$ cat src/sv/fat_chain_table_engine_assert.svh
// Assertion macros for the chain table engine RTL, included by the sequencer.
`ifndef FAT_CHAIN_TABLE_ENGINE_ASSERT_SVH
`define FAT_CHAIN_TABLE_ENGINE_ASSERT_SVH

// Same-cycle implication, checked on clk, off while arst_n is low.
`define FCTE_ASSERT_NOW(lbl, ante, cons, msg) \
	lbl: assert property (@(posedge clk) disable iff (!arst_n) (ante) |-> (cons)) \
		else $error(msg);

// Next-cycle implication, checked on clk, off while arst_n is low.
`define FCTE_ASSERT_NEXT(lbl, ante, cons, msg) \
	lbl: assert property (@(posedge clk) disable iff (!arst_n) (ante) |=> (cons)) \
		else $error(msg);

`endif

$ cat src/sv/fcte_pkg.sv
// Package: constants, codes and shared types of the chain table engine.
`default_nettype none

package fcte_pkg;

	localparam int unsigned ENTRIES = 4096;
	localparam int unsigned ADDR_W  = $clog2(ENTRIES);
	localparam int unsigned CNT_W   = ADDR_W + 1;
	localparam int unsigned WORD_W  = 32;
	localparam int unsigned LINK_W  = 28;

	localparam logic [LINK_W-1:0] END_LOW  = 28'hFFFFFF8;
	localparam logic [WORD_W-1:0] END_MARK = 32'h0FFFFFFF;

	localparam logic [1:0] OP_WRITE = 2'd0;
	localparam logic [1:0] OP_READ  = 2'd1;
	localparam logic [1:0] OP_COUNT = 2'd2;
	localparam logic [1:0] OP_ALLOC = 2'd3;

	localparam logic [2:0] ST_OK    = 3'd0;
	localparam logic [2:0] ST_ZERO  = 3'd1;
	localparam logic [2:0] ST_FULL  = 3'd2;
	localparam logic [2:0] ST_RANGE = 3'd3;
	localparam logic [2:0] ST_LIMIT = 3'd4;

	typedef struct packed {
		logic              rd_en;
		logic [ADDR_W-1:0] rd_addr;
		logic              wr_en;
		logic [ADDR_W-1:0] wr_addr;
		logic [WORD_W-1:0] wr_data;
	} mem_req_t;

	typedef struct packed {
		logic [WORD_W-1:0] value;
		logic              is_end;
		logic [2:0]        status;
	} res_t;

endpackage

`default_nettype wire

$ cat src/sv/fcte_ctrl.sv
// Operation sequencer: decodes a word, writes or reads an entry, walks or scans the table, builds the result.
`default_nettype none

module fcte_ctrl
	import fcte_pkg::*;
(
	input  wire logic              clk,
	input  wire logic              arst_n,
	input  wire logic              in_valid,
	output logic                   in_stall,
	input  wire logic [1:0]        opcode,
	input  wire logic [11:0]       index,
	input  wire logic [WORD_W-1:0] value,
	output mem_req_t               req,
	input  wire logic [WORD_W-1:0] rd_data,
	output res_t                   res,
	output logic                   res_valid,
	input  wire logic              slot_free
);

	`include "fat_chain_table_engine_assert.svh"

	localparam logic [2:0] S_IDLE  = 3'd0;
	localparam logic [2:0] S_READ  = 3'd1;
	localparam logic [2:0] S_COUNT = 3'd2;
	localparam logic [2:0] S_ALLOC = 3'd3;
	localparam logic [2:0] S_EMIT  = 3'd4;

	logic [2:0]        state_q;
	logic [CNT_W-1:0]  cnt_q;
	logic [ADDR_W-1:0] scan_q;
	res_t              res_q;

	logic [LINK_W-1:0] link;
	logic              link_free;
	logic              link_end;
	logic              link_oor;
	logic              cnt_lim;
	logic              scan_last;
	logic              idx_ok;
	logic [ADDR_W-1:0] idx_addr;
	logic              accept;

	assign link      = rd_data[LINK_W-1:0];
	assign link_free = (link == '0);
	assign link_end  = (link >= END_LOW);
	assign link_oor  = (WORD_W'(link) >= WORD_W'(ENTRIES));
	assign cnt_lim   = (cnt_q >= CNT_W'(ENTRIES));
	assign scan_last = (scan_q == ADDR_W'(ENTRIES - 1));
	assign idx_ok    = (WORD_W'(index) < WORD_W'(ENTRIES));
	assign idx_addr  = ADDR_W'(index);

	assign in_stall  = (state_q != S_IDLE);
	assign accept    = in_valid && (state_q == S_IDLE);
	assign res_valid = (state_q == S_EMIT);
	assign res       = res_q;

	// table port requests
	always_comb begin
		req = '0;
		case (state_q)
			S_IDLE: begin
				if (in_valid) begin
					case (opcode)
						OP_WRITE: begin
							req.wr_en   = idx_ok;
							req.wr_addr = idx_addr;
							req.wr_data = value;
						end
						OP_READ, OP_COUNT: begin
							req.rd_en   = idx_ok;
							req.rd_addr = idx_addr;
						end
						OP_ALLOC: begin
							req.rd_en   = 1'b1;
							req.rd_addr = '0;
						end
						default: ;
					endcase
				end
			end
			S_COUNT: begin
				req.rd_en   = !link_free && !link_end && !link_oor && !cnt_lim;
				req.rd_addr = ADDR_W'(link);
			end
			S_ALLOC: begin
				if (link_free) begin
					req.wr_en   = 1'b1;
					req.wr_addr = scan_q;
					req.wr_data = END_MARK;
				end else begin
					req.rd_en   = !scan_last;
					req.rd_addr = scan_q + 1'b1;
				end
			end
			default: ;
		endcase
	end

	always_ff @(posedge clk or negedge arst_n) begin
		if (!arst_n) begin
			state_q <= S_IDLE;
			cnt_q   <= '0;
			scan_q  <= '0;
		end else begin
			case (state_q)
				S_IDLE: begin
					if (accept) begin
						cnt_q  <= CNT_W'(1);
						scan_q <= '0;
						if (!idx_ok && opcode != OP_ALLOC) begin
							state_q <= S_EMIT;
						end else begin
							case (opcode)
								OP_READ:  state_q <= S_READ;
								OP_COUNT: state_q <= S_COUNT;
								OP_ALLOC: state_q <= S_ALLOC;
								default:  state_q <= S_EMIT;
							endcase
						end
					end
				end
				S_READ: state_q <= S_EMIT;
				S_COUNT: begin
					if (link_free || link_end || link_oor || cnt_lim) begin
						state_q <= S_EMIT;
					end else begin
						cnt_q <= cnt_q + 1'b1;
					end
				end
				S_ALLOC: begin
					if (link_free || scan_last) begin
						state_q <= S_EMIT;
					end else begin
						scan_q <= scan_q + 1'b1;
					end
				end
				S_EMIT: begin
					if (slot_free) begin
						state_q <= S_IDLE;
					end
				end
				default: state_q <= S_IDLE;
			endcase
		end
	end

	// result word, built in the cycle that ends the operation
	always_ff @(posedge clk) begin
		case (state_q)
			S_IDLE: begin
				res_q.value  <= '0;
				res_q.is_end <= 1'b0;
				res_q.status <= (idx_ok || opcode == OP_ALLOC) ? ST_OK : ST_RANGE;
			end
			S_READ: begin
				res_q.value  <= rd_data;
				res_q.is_end <= link_end;
				res_q.status <= ST_OK;
			end
			S_COUNT: begin
				res_q.value  <= link_end ? WORD_W'(cnt_q) : '0;
				res_q.is_end <= 1'b0;
				if (link_free) begin
					res_q.status <= ST_ZERO;
				end else if (link_end) begin
					res_q.status <= ST_OK;
				end else if (link_oor) begin
					res_q.status <= ST_RANGE;
				end else begin
					res_q.status <= ST_LIMIT;
				end
			end
			S_ALLOC: begin
				res_q.is_end <= 1'b0;
				if (link_free) begin
					res_q.value  <= WORD_W'(scan_q);
					res_q.status <= ST_OK;
				end else begin
					res_q.value  <= '0;
					res_q.status <= ST_FULL;
				end
			end
			default: ;
		endcase
	end

	`FCTE_ASSERT_NEXT(a_emit_hold, res_valid && !slot_free, res_valid && $stable(res_q), "result word changed while waiting for the output slot")
	`FCTE_ASSERT_NOW(a_write_phase, req.wr_en, state_q == S_IDLE || state_q == S_ALLOC, "table written outside a write or allocate step")
	`FCTE_ASSERT_NOW(a_walk_count, state_q == S_COUNT, cnt_q != '0 && cnt_q <= CNT_W'(ENTRIES), "chain walk count out of bounds")
	`FCTE_ASSERT_NEXT(a_read_follows, accept && opcode == OP_READ && idx_ok, state_q == S_READ, "read word did not wait for table data")

endmodule

`default_nettype wire

$ cat config.mk
export PLATFORM = sky130hd
export DESIGN_NAME = fcte_ctrl
export DESIGN_NICKNAME = d
export VERILOG_FILES = /design/src/sv/fcte_pkg.sv /design/src/sv/fcte_ctrl.sv
export VERILOG_INCLUDE_DIRS = /design/src /design/src/sv
export SDC_FILE = /design/constraint.sdc
export NUM_CORES = 1
export LEC_CHECK = 0
export BUFFER_PORTS_ARGS = -buffer_cell sky130_fd_sc_hd__clkbuf_2
export CORE_MARGIN = 1.5
export CORE_UTILIZATION = 47
export CTS_CLUSTER_SIZE = 28
export DETAILED_ROUTE_END_ITERATION = 7
export PLACE_DENSITY = 0.9
export SYNTH_ARGS = -nofsm -noshare
export SYNTH_HDL_FRONTEND = slang
export SYNTH_SLANG_ARGS = --single-unit
$ cat constraint.sdc
create_clock -name clk -period 2.8 [get_ports clk]
set_input_delay 0.56 -clock clk [delete_from_list [all_inputs] [get_ports clk]]
set_output_delay 0.56 -clock clk [all_outputs]
set_load 0.02 [all_outputs]
==> metrics.yaml, run 1 <==
yosys:
  synth_area_um2: 3840
  seq_area_frac_synth_pct: 46.4
  ys_ff_latch: 64
  synth_edf_count: 36
  synth_largest_area_cell: "edfxtp_1"
  syn_avg_cell_area_um2: 9.75
  synth_nets: 483
  synth.distinct_cells: 50
  synthArstFlopShare_pct: 43.8
  synth_ff_type: "edfxtp_1"
  yosys_warnings: 0
  netlist.area_leader.share_pct: 28.1
  synth.area.top_cells: "edfxtp_1 28%, dfrtp_1 18%, a21o_1 5.7%"
  netlist_instances: 394
global_routing:
  grt_usage_pct: 30.3
  grt_start_max_net_pins: 46
  grt.met3_usage_pct: 7.15
  use_met1_pct: 41.5
  grt_pass1_vias: 3659
  overflow: 0
  grt_pass1_wl_um: 19900
  grt_busiest_layer: "met2"
  grtUsageMet2_pct: 47.9
  antenna_found_initial: 0
place:
  placed_area_um2: 4990
  dp_hpwl_um: 10200
  gp_congestion: 0.976
  pre_cts_ws_ns: -0.0407
  numPortBuffers: 177
critical_path:
  crit_buf_inv: 6
  cp_cell_sequence: "clkbuf_8 > nor4_2 > buf_4 > nand4_1 > buf_4 > nor3_4 > buf_4 > clkbuf_16 > a22o_1 > clkbuf_2"
  path_common_cell: "buf_4"
  end_kind: "primary output"
  path_max_fanout: 6
  crit_path_start_kind: "input port"
  timing.critical_path.slowest_cell_delay_ns: 0.28
  worstSetupPathType: "input port to primary output"
  crit_arrival_ns: 2.22
  cp_top_family: "buffers and inverters"
  cp_slowest_cell: "nor4_2"
  worstPathRequired_ns: 2.24
sta:
  period_share_pct: 99.2
  report.final.slew_viol_count: 0
  worstMarginPinSlew_ns: 0.716
  maxSlewHeadroom_pct: 52.3
  setup_viol: 0
  fmax_ghz: 0.360
  fin_ws_ns: 0.0213
  fin_crit_ns: 2.78
  finalHoldViolCount: 0
  clock_skew_ns: 0.00724
drt:
  vias: 4113
  routed_wl_um: 13600
  ant_nets: 0
  wl_per_cell_um: 19.5
  drc: 0
  firstDrtPassIters: 5
  drt-initial-drc-count: 427
  routed_via_density: 5.90
finish:
  drive_gt1_share_pct: 42.2
  fin_util_pct: 68.1
  antennaDiodeCount: 0
  register_area_um2: 1780
  fillers: 630
  fin_area_um2: 5320
  nets: 679
  multi_input_area_um2: 1920
  area_growth_pct: 38.4
clock_network:
  root_buffer: "clkbuf_8"
  cts_sinks: 64
  clock_path_buffers: 2
  cts_made_buffers: 9
  clk_pin_slew_worst_paths_ns: 0.07
  h-tree-depth: 3
  cts_tree: "built"
  clk_latency_ns: 0.34
pwr:
  peakVddDrop_uv: 353
  power.density_nw_per_um2: 616
  leakagePower_nw: 2.79
die:
  die-area_um2: 8730
  start_util_pct: 49.2
  rows: 32
  die_h_um: 93.4
  io_pins: 178
  die_w_um: 93.4
  fp.coreArea_um2: 7810
status:
  status: "finished, final reports clean"
hold_path:
  hp-class: "input port to asynchronous set/reset pin"
job:
  cap_violations: 0
[flip-flops by register name, indices dropped and copies added (netlist names)]
name,cells
res,36
scan_q,12
state_q,3
cnt_q,13
[per-stage QoR]
step / std cells / hold slack (ns) / power (mW) / TNS (ns)
3_5_place_dp: 677 / 0.537 / 2.56 / -0.483
6_report: 697 / 0.257 / 3.27 / 0
3_3_place_gp: 677 / 0.520 / 2.53 / 0
2_1_floorplan: 394 / 0.264 / 2.06 / 0
4_1_cts: 693 / 0.276 / 3.27 / 0
5_1_grt: 697 / 0.299 / 3.42 / -0.459
[where the power goes]
group          internal (mW)  switching [mW]
clock                  0.362           0.349
combinational          0.371           0.816
sequential              1.28          0.0906
total                   2.02            1.26
[synthesized netlist by cell type, types with 4 or more instances]
master and count:
edfxtp_1 36, dfrtp_1 28, a22o_1 9, a21oi_1 4, clkbuf_1 10, nand3_1 19
xor2_1 6, a22oi_1 22, and2_1 26, xnor2_1 4, nor2_1 16, nand2_1 48
o21ai_0 33, nor4_1 8, ha_1 7, and3_1 9, inv_1 7, buf_2 13
o31ai_1 6, nand4_1 9, a21o_1 29
[cells in the final DEF, fill, tap and decap left out, types with 7 or more instances in the layout]
master / Yosys / final
nand2_1: 48 / 48
a22oi_1: 22 / 22
clkbuf_2: 1 / 171
dfrtp_1: 28 / 26
a22o_1: 9 / 9
nand3_1: 19 / 19
a21o_1: 29 / 29
o21ai_0: 33 / 32
clkbuf_8: 0 / 16
buf_4: 3 / 33
edfxtp_1: 36 / 36
nand4_1: 9 / 9
and2_1: 26 / 26
nor2_1: 16 / 16
inv_1: 7 / 7
[path summary, 6_finish.rpt]
| check | start | to | slack [ns] | cells past startpoint |
|---|---|---|---|---|
| max in group asynchronous | arst_n | scan_q[4] | 2.03 | 1 |
| min reg2reg | cnt_q[0] | cnt_q[0] | 0.56 | 1 |
| max reg2reg | state_q[0] | res[12] | 0.72 | 5 |
| min | arst_n | state_q[0] | 0.26 | 1 |
| min in group clk | slot_free | state_q[2] | 0.49 | 3 |
| max | rd_data[22] | req[33] | 0.02 | 10 |
[metal layers]
layer  routed length (um)  part of all wire, %
met1                 5210                   38
met2                 6590                   49
met4                  347                  2.6
met3                 1440                   11
met5                    0                    0
[logic make-up (layout without fill, tap and decap cells)]
group           count (synthesis)  in the layout  share of synthesized area, %
compound gates                120            120                          21.9
buf+inv                        37            238                          4.95
xor+xnor                       10             10                          2.28
fa+ha+maj                       7              7                          2.28
mux                             2              2                         0.521
simple gates                  154            154                          21.7
flops                          64             64                          46.4
[timing repair]
action | CTS | global route
resized for setup | 11 | 11
pin swaps | 0 | 1
cloned | 0 | 2
endpoints found under the hold margin | 0 | 0
buffers inserted | 0 | 2
hold buffers | 0 | 0
setup endpoints to repair | 28 | 51
[area by class of cell]
class                   count  area share (%)
well taps                 102            2.40
flip-flops and latches     64            33.6
inverters                   7           0.494
clock inverters             4           0.376
clock buffers              12            2.92
multi-input cells         293            36.0
repair buffers            215            24.2
(Power assumes the default switching activity.)
==> run 2: changes to the inputs <==
--- a/config.mk
+++ b/config.mk
@@ -6,12 +6,13 @@
 export SDC_FILE = /design/constraint.sdc
 export NUM_CORES = 1
 export LEC_CHECK = 0
+export ABC_AREA = 1
 export BUFFER_PORTS_ARGS = -buffer_cell sky130_fd_sc_hd__clkbuf_2
 export CORE_MARGIN = 1.5
-export CORE_UTILIZATION = 47
+export CORE_UTILIZATION = 49
 export CTS_CLUSTER_SIZE = 28
 export DETAILED_ROUTE_END_ITERATION = 7
-export PLACE_DENSITY = 0.9
+export PLACE_DENSITY = 0.91
 export SYNTH_ARGS = -nofsm -noshare
 export SYNTH_HDL_FRONTEND = slang
 export SYNTH_SLANG_ARGS = --single-unit
==> run 2 against run 1 <==
  * Global-route usage fell by 1.3 points
  * Synthesized cell count rose by 52%
  * Sequential power rose by 4%
  * Highest routed layer unchanged
  * First-iteration DRC count fell by 21%
  * Routed wire length rose by 0.43%
  * Critical endpoint is now req[48]
  * Largest cell class unchanged
==> metrics.yaml, run 2 <==
status:
  status: "finished, final reports clean"  # unchanged
critical_path:
  worstReg2RegStart: "state_q[2]"  # was state_q[0]
  crit_path_start_kind: "register"  # was input port
  cp_top_family: "buffers and inverters"  # unchanged
  crit_arrival_ns: 2.05  # was 2.22 ns
  reg2reg_depth: 8  # was 5
  path_max_fanout: 11  # was 6
  r2r_end: "cnt_q[10]"  # was res[12]
  regToRegSetupSlack_ns: 0.87  # was 0.72 ns
  worstPathRequired_ns: 2.24  # about the same
  end_kind: "primary output"  # unchanged
  cp_cell_sequence: "inv_4 > nand2_1 > nor2_2 > buf_4 > o21ai_0 > a21oi_1 > nand2_1 > nand2_1 > clkbuf_2"  # was clkbuf_8 > nor4_2 > buf_4 > nand4_1 > buf_4 > nor3_4 > buf_4 > clkbuf_16 > a22o_1 > clkbuf_2
  path_common_cell: "nand2_1"  # was buf_4
  crit_buf_inv: 3  # was 6
  cp.depth: 9  # was 10
  worstSetupPathType: "register to primary output"  # was input port to primary output
  cp_slowest_cell: "dfrtp_1"  # was nor4_2
  timing.critical_path.slowest_cell_delay_ns: 0.46  # was 0.28 ns
yosys:
  syn_avg_cell_area_um2: 7.29  # was 9.75 um^2
  synth_area_um2: 4350  # was 3840 um^2
  synth_ff_type: "edfxtp_1"  # unchanged
  netlist.area_leader.share_pct: 24.9  # was 28.1%
  synth_edf_count: 36  # unchanged
  yosys_warnings: 0  # unchanged
  synthArstFlopShare_pct: 43.8  # unchanged
  synth.distinct_cells: 40  # was 50
  synth.area.top_cells: "edfxtp_1 25%, dfrtp_1 16%, nand2_1 12%"  # was edfxtp_1 28%, dfrtp_1 18%, a21o_1 5.7%
  seq_area_frac_synth_pct: 41.0  # was 46.4%
  netlist_instances: 597  # was 394
  ys_ff_latch: 64  # unchanged
  ys_top_cells_by_count: "144 x nand2_1, 105 x inv_1, 63 x nor2_1, 53 x nand3_1, 45 x o21ai_0"  # was 48 x nand2_1, 36 x edfxtp_1, 33 x o21ai_0, 29 x a21o_1, 28 x dfrtp_1
  synth_nets: 686  # was 483
  synth.most_common_cell: "nand2_1"  # unchanged
  synth_largest_area_cell: "edfxtp_1"  # unchanged
drt:
  wl_per_cell_um: 15.4  # was 19.5 um
  vias: 4620  # was 4,113
  drc: 0  # unchanged
  routed_via_density: 5.20  # was 5.90
  firstDrtPassIters: 5  # unchanged
  routed_wl_um: 13600  # about the same
  drt-initial-drc-count: 337  # was 427
  ant_nets: 0  # unchanged
clock_network:
  root_buffer: "clkbuf_8"  # unchanged
  cts_tree: "built"  # unchanged
  clock_path_buffers: 2  # unchanged
  clk_latency_ns: 0.35  # was 0.34 ns
  h-tree-depth: 3  # unchanged
  postCtsSetupRepairBufs: 0  # unchanged
  hold_buffers: 0  # unchanged
  cts_sinks: 64  # unchanged
  cts_made_buffers: 9  # unchanged
  clk_pin_slew_worst_paths_ns: 0.07  # about the same
global_routing:
  use_met1_pct: 35.2  # was 41.5%
  grt_busiest_layer: "met2"  # unchanged
  grt_pass1_vias: 4383  # was 3,659
  grt_pass1_wl_um: 21500  # was 19,900 um
  grt.met3_usage_pct: 5.47  # was 7.15%
  overflow: 0  # unchanged
  grt_start_max_net_pins: 46  # unchanged
  grtUsageMet2_pct: 48.9  # was 47.9%
  grt_usage_pct: 29.0  # was 30.3%
  antenna_found_initial: 3  # was 0
sta:
  worstMarginPinSlew_ns: 0.732  # was 0.716 ns
  clock_skew_ns: 0.00848  # was 0.00724 ns
  maxSlewHeadroom_pct: 51.2  # was 52.3%
  fin_ws_ns: 0.186  # was 0.0213 ns
  finalHoldViolCount: 0  # unchanged
  fin_crit_ns: 2.61  # was 2.78 ns
  rsz0062_at_grt: "no"
  finalSetupTns_ns: 0  # unchanged
  period_share_pct: 93.4  # was 99.2%
  report.final.slew_viol_count: 0  # unchanged
  setup_viol: 0  # unchanged
  fmax_ghz: 0.383  # was 0.360 GHz
die:
  die_w_um: 97.2  # was 93.4 um
  die_h_um: 97.2  # was 93.4 um
  start_util_pct: 50.1  # was 49.2%
  io_pins: 178  # unchanged
  die-area_um2: 9450  # was 8730 um^2
  fp.coreArea_um2: 8680  # was 7810 um^2
  rows: 34  # was 32
place:
  dp_hpwl_um: 10800  # was 10,200 um
  numPortBuffers: 177  # unchanged
  gp_congestion: 0.961  # was 0.976
  placed_area_um2: 5330  # was 4990 um^2
  pre_cts_ws_ns: 0.308  # was -0.0407 ns
finish:
  layout_commonest_cell: "clkbuf_2"  # unchanged
  most-common-layout-cells: "177 x clkbuf_2, 144 x nand2_1, 105 x inv_1"  # was 171 x clkbuf_2, 48 x nand2_1, 36 x edfxtp_1
  fin_util_pct: 63.4  # was 68.1%
  largest_reg_flops: 36  # unchanged
  fin_area_um2: 5500  # was 5320 um^2
  drive_gt1_share_pct: 30.5  # was 42.2%
  nets: 862  # was 679
  area_growth_pct: 26.4  # was 38.4%
job:
  cap_violations: 0  # unchanged
hold_path:
  hp-class: "input port to asynchronous set/reset pin"  # unchanged
pwr:
  peakVddDrop_uv: 574  # was 353 uV
  power.density_nw_per_um2: 682  # was 616 nW/um^2
  leakagePower_nw: 3.08  # was 2.79 nW
==> run 2: changes by cell type after synthesis, moves of 22 or more <==
cell	before	now
inv_1	7	105
nand2_1	48	144
nor2_1	16	63
nand3_1	19	53
a21o_1	29	2
and2_1	26	0
a22oi_1	22	0
==> run 2: worst reg2reg max path, cell delays in order, from the launching register on <==
cell,delay (ns)
dfrtp_1,0.46
inv_4,0.17
nand3_2,0.23
inv_1,0.37
buf_4,0.27
nand3b_1,0.10
a21oi_1,0.14
nand2_1,0.07
nand2_1,0.07
==> run 2: how the worst max path moves through the flow <==
stage               endpoint         from
floorplan            req[40]   state_q[2]
CTS                  req[48]   state_q[2]
global route         req[53]   state_q[2]
global placement     req[42]  rd_data[23]
finish               req[48]   state_q[2]
detailed placement   req[46]    opcode[0]
==> run 2: stage by stage <==
step,cells,power (mW),hold WS [ns]
after floorplan,597,2.51,0.264
after global placement,870,3.04,0.536
after detailed placement,870,3.08,0.543
after CTS,886,3.74,0.290
after global routing,889,3.94,0.312
final,889,3.75,0.258
==> run 2: routing by layer <==
layer | vias up | routed length [um]
li1 | 2256 | -
met1 | 2057 | 5320
met2 | 271 | 6560
met4 | 0 | 485
met5 | - | 0
met3 | 36 | 1290
==> run 2: timing repair <==
item / CTS / global route
gates resized for setup: 1 / 1
endpoints found under the hold margin: 0 / 0
gates cloned: 0 / 0
setup endpoints to repair: 1 / 1
==> run 2: cell type report <==
class	count	area (um^2)
sequential	64	1780
timing repair buffer	188	981
clock buffer	11	131
fill	773	3180
antenna	3	7.51
clock inverter	5	23.8
multi-input combinational	398	2010
inverter	112	425
tap	108	135
==> run 2: cells by family after synthesis <==
family                   after synthesis  synth area share (%)
AO/OA/AOI/OAI                         70                  9.15
XOR/XNOR                               9                  1.81
adder cells (fa/ha/maj)                7                  2.01
buffers and inverters                135                  12.9
flip-flops                            64                  41.0
AND/OR/NAND/NOR                      312                  33.2
==> run 2: where the power goes <==
| part | switching (mW) | internal (mW) |
|---|---|---|
| Sequential | 0.106 | 1.32 |
| Clock | 0.360 | 0.311 |
| Combinational | 1.19 | 0.460 |
==> run 3: changes to the inputs <==
--- a/config.mk
+++ b/config.mk
@@ -7,7 +7,7 @@
 export NUM_CORES = 1
 export LEC_CHECK = 0
 export ABC_AREA = 1
-export BUFFER_PORTS_ARGS = -buffer_cell sky130_fd_sc_hd__clkbuf_2
+export BUFFER_PORTS_ARGS = -buffer_cell sky130_fd_sc_hd__buf_2
 export CORE_MARGIN = 1.5
 export CORE_UTILIZATION = 49
 export CTS_CLUSTER_SIZE = 28
==> run 3 against run 2 <==
  * Clock power up 36%
  * Largest power group unchanged
  * Global-route usage is 0.92 points higher
  * Hold slack worse by 0.016 ns
  * Maximum frequency is 1.2% lower
  * Via count up 1.4%
  * Flip-flop and latch count unchanged
  * Final cell count shrank 0.11%
  * Setup slack lost 0.032 ns
  * Routed wire length rose by 2.0%
  * Critical path type unchanged
  * First-iteration DRC count rose by 16%
  * Clock skew decreased by 0.0010 ns
  * Critical endpoint is now req[19]
==> metrics.yaml, run 3 (synthesized netlist as in run 2, its figures left out) <==
status:
  status: "finished, final reports clean"  # unchanged
clock_network:
  clock_path_buffers: 2  # unchanged
  clk_latency_ns: 0.35  # about the same
  cts_tree: "built"  # unchanged
  cts_made_buffers: 9  # unchanged
  postCtsSetupRepairBufs: 0  # unchanged
  hold_buffers: 0  # unchanged
  root_buffer: "clkbuf_8"  # unchanged
  clk_pin_slew_worst_paths_ns: 0.07  # about the same
  cts_sinks: 64  # unchanged
  cts_resized: 2  # was 1
  h-tree-depth: 3  # unchanged
drt:
  firstDrtPassIters: 5  # unchanged
  vias: 4683  # was 4,620
  drc: 0  # unchanged
  drt-initial-drc-count: 392  # was 337
  routed_via_density: 5.27  # was 5.20
  wl_per_cell_um: 15.7  # was 15.4 um
  ant_nets: 0  # unchanged
  routed_wl_um: 13900  # was 13,600 um
die:
  die_w_um: 97.2  # unchanged
  io_pins: 178  # unchanged
  die-area_um2: 9450  # unchanged
  rows: 34  # unchanged
  fp.coreArea_um2: 8680  # unchanged
  start_util_pct: 50.1  # unchanged
  die_h_um: 97.2  # unchanged
sta:
  fin_crit_ns: 2.65  # was 2.61 ns
  report.final.slew_viol_count: 0  # unchanged
  worstMarginPinSlew_ns: 0.724  # was 0.732 ns
  setup_viol: 0  # unchanged
  maxSlewHeadroom_pct: 51.7  # was 51.2%
  fmax_ghz: 0.378  # was 0.383 GHz
  period_share_pct: 94.5  # was 93.4%
  finalSetupTns_ns: 0  # unchanged
  rsz0062_at_grt: "no"  # unchanged
  clock_skew_ns: 0.00746  # was 0.00848 ns
  finalHoldViolCount: 0  # unchanged
global_routing:
  grt_start_max_net_pins: 46  # unchanged
  antenna_found_initial: 2  # was 3
  grt_pass1_vias: 4457  # was 4,383
  grt_usage_pct: 29.9  # was 29.0%
  overflow: 0  # unchanged
  grt_pass1_wl_um: 22100  # was 21,500 um
critical_path:
  cp_cell_sequence: "inv_4 > nand2_1 > nor2_4 > nand3_4 > buf_4 > o21ai_0 > buf_2"  # was inv_4 > nand2_1 > nor2_2 > buf_4 > o21ai_0 > a21oi_1 > nand2_1 > nand2_1 > clkbuf_2
  crit_arrival_ns: 2.09  # was 2.05 ns
  end_kind: "primary output"  # unchanged
  crit_buf_inv: 3  # unchanged
  cp_slowest_cell: "dfrtp_1"  # unchanged
  timing.critical_path.slowest_cell_delay_ns: 0.47  # was 0.46 ns
  cp_top_family: "buffers and inverters"  # unchanged
  worstSetupPathType: "register to primary output"  # unchanged
  crit_path_start_kind: "register"  # unchanged
  worstPathRequired_ns: 2.24  # about the same
  path_max_fanout: 31  # was 11
place:
  numPortBuffers: 177  # unchanged
  dp_hpwl_um: 10800  # about the same
  placed_area_um2: 5330  # unchanged
  gp_congestion: 0.942  # was 0.961
pwr:
  peakVddDrop_uv: 553  # was 574 uV
  leakagePower_nw: 3.17  # was 3.08 nW
  power.density_nw_per_um2: 715  # was 682 nW/um^2
finish:
  layout_commonest_cell: "buf_2"  # was clkbuf_2
  drive_gt1_share_pct: 31.0  # was 30.5%
  fin_area_um2: 5570  # was 5500 um^2
  most-common-layout-cells: "177 x buf_2, 144 x nand2_1, 105 x inv_1"  # was 177 x clkbuf_2, 144 x nand2_1, 105 x inv_1
  area_growth_pct: 28.1  # was 26.4%
  fillers: 798  # was 773
  largest_reg_flops: 36  # unchanged
  nets: 862  # unchanged
job:
  cap_violations: 0  # unchanged
hold_path:
  hp-class: "input port to asynchronous set/reset pin"  # unchanged
run 3: changes by cell type in the layout (fill, tap and decap cells not counted), moves of 2 or more:
cell,previous run,this run
clkinv_1,3,0
clkbuf_8,9,11
buf_2,0,177
clkbuf_2,177,0
bufinv_16,0,2
run 3: per-layer routing:
metal / vias up / wire length [um] / GRT usage [%]
met5: - / 0 / 0
met4: 0 / 468 / 13.5
met3: 33 / 1450 / 6.19
met2: 298 / 6780 / 51.0
met1: 2103 / 5220 / 36.4
li1: 2249 / - / -
run 3: power by group:
group	internal, mW	total, mW	switching (mW)
Combinational	0.468	1.66	1.19
Clock	0.549	0.911	0.362
Sequential	1.32	1.41	0.0928
run 3: metrics by stage:
| stage | total power [mW] | instances | setup slack (ns) | utilization (%) | hold slack [ns] |
|---|---|---|---|---|---|
| global route | 4.19 | 888 | 0.0279 | 64.2 | 0.297 |
| finish | 3.98 | 888 | 0.154 | 64.2 | 0.242 |
| detailed placement | 3.06 | 870 | 0.245 | 61.4 | 0.544 |
| floorplan | 2.51 | 597 | 0.365 | - | 0.264 |
| global placement | 3.04 | 870 | 0.247 | 61.4 | 0.532 |
| CTS | 3.97 | 886 | 0.0705 | 64.1 | 0.273 |
run 3: area by class of cell:
cell class / instances / area [um^2] / share of cell area [%]
Antenna cell: 2 / 5.00 / 0.0898
Clock buffer: 13 / 159 / 2.85
Clock inverter: 3 / 65.1 / 1.17
Inverter: 112 / 425 / 7.64
Multi-Input combinational cell: 398 / 2020 / 36.2
Sequential cell: 64 / 1780 / 32.0
Tap cell: 108 / 135 / 2.43
Timing Repair Buffer: 188 / 981 / 17.6
run 3: final timing paths:
check | from | end | slack [ns] | cells after the start
max in group asynchronous | arst_n | cnt_q[9] | 2.13 | 1
min in group clk | slot_free | state_q[2] | 0.49 | 4
worst min-delay path | arst_n | state_q[1] | 0.24 | 1
worst max register to register | state_q[2] | cnt_q[10] | 0.93 | 8
worst max-delay path | state_q[2] | req[19] | 0.15 | 7
worst min register to register | cnt_q[12] | cnt_q[12] | 0.57 | 2
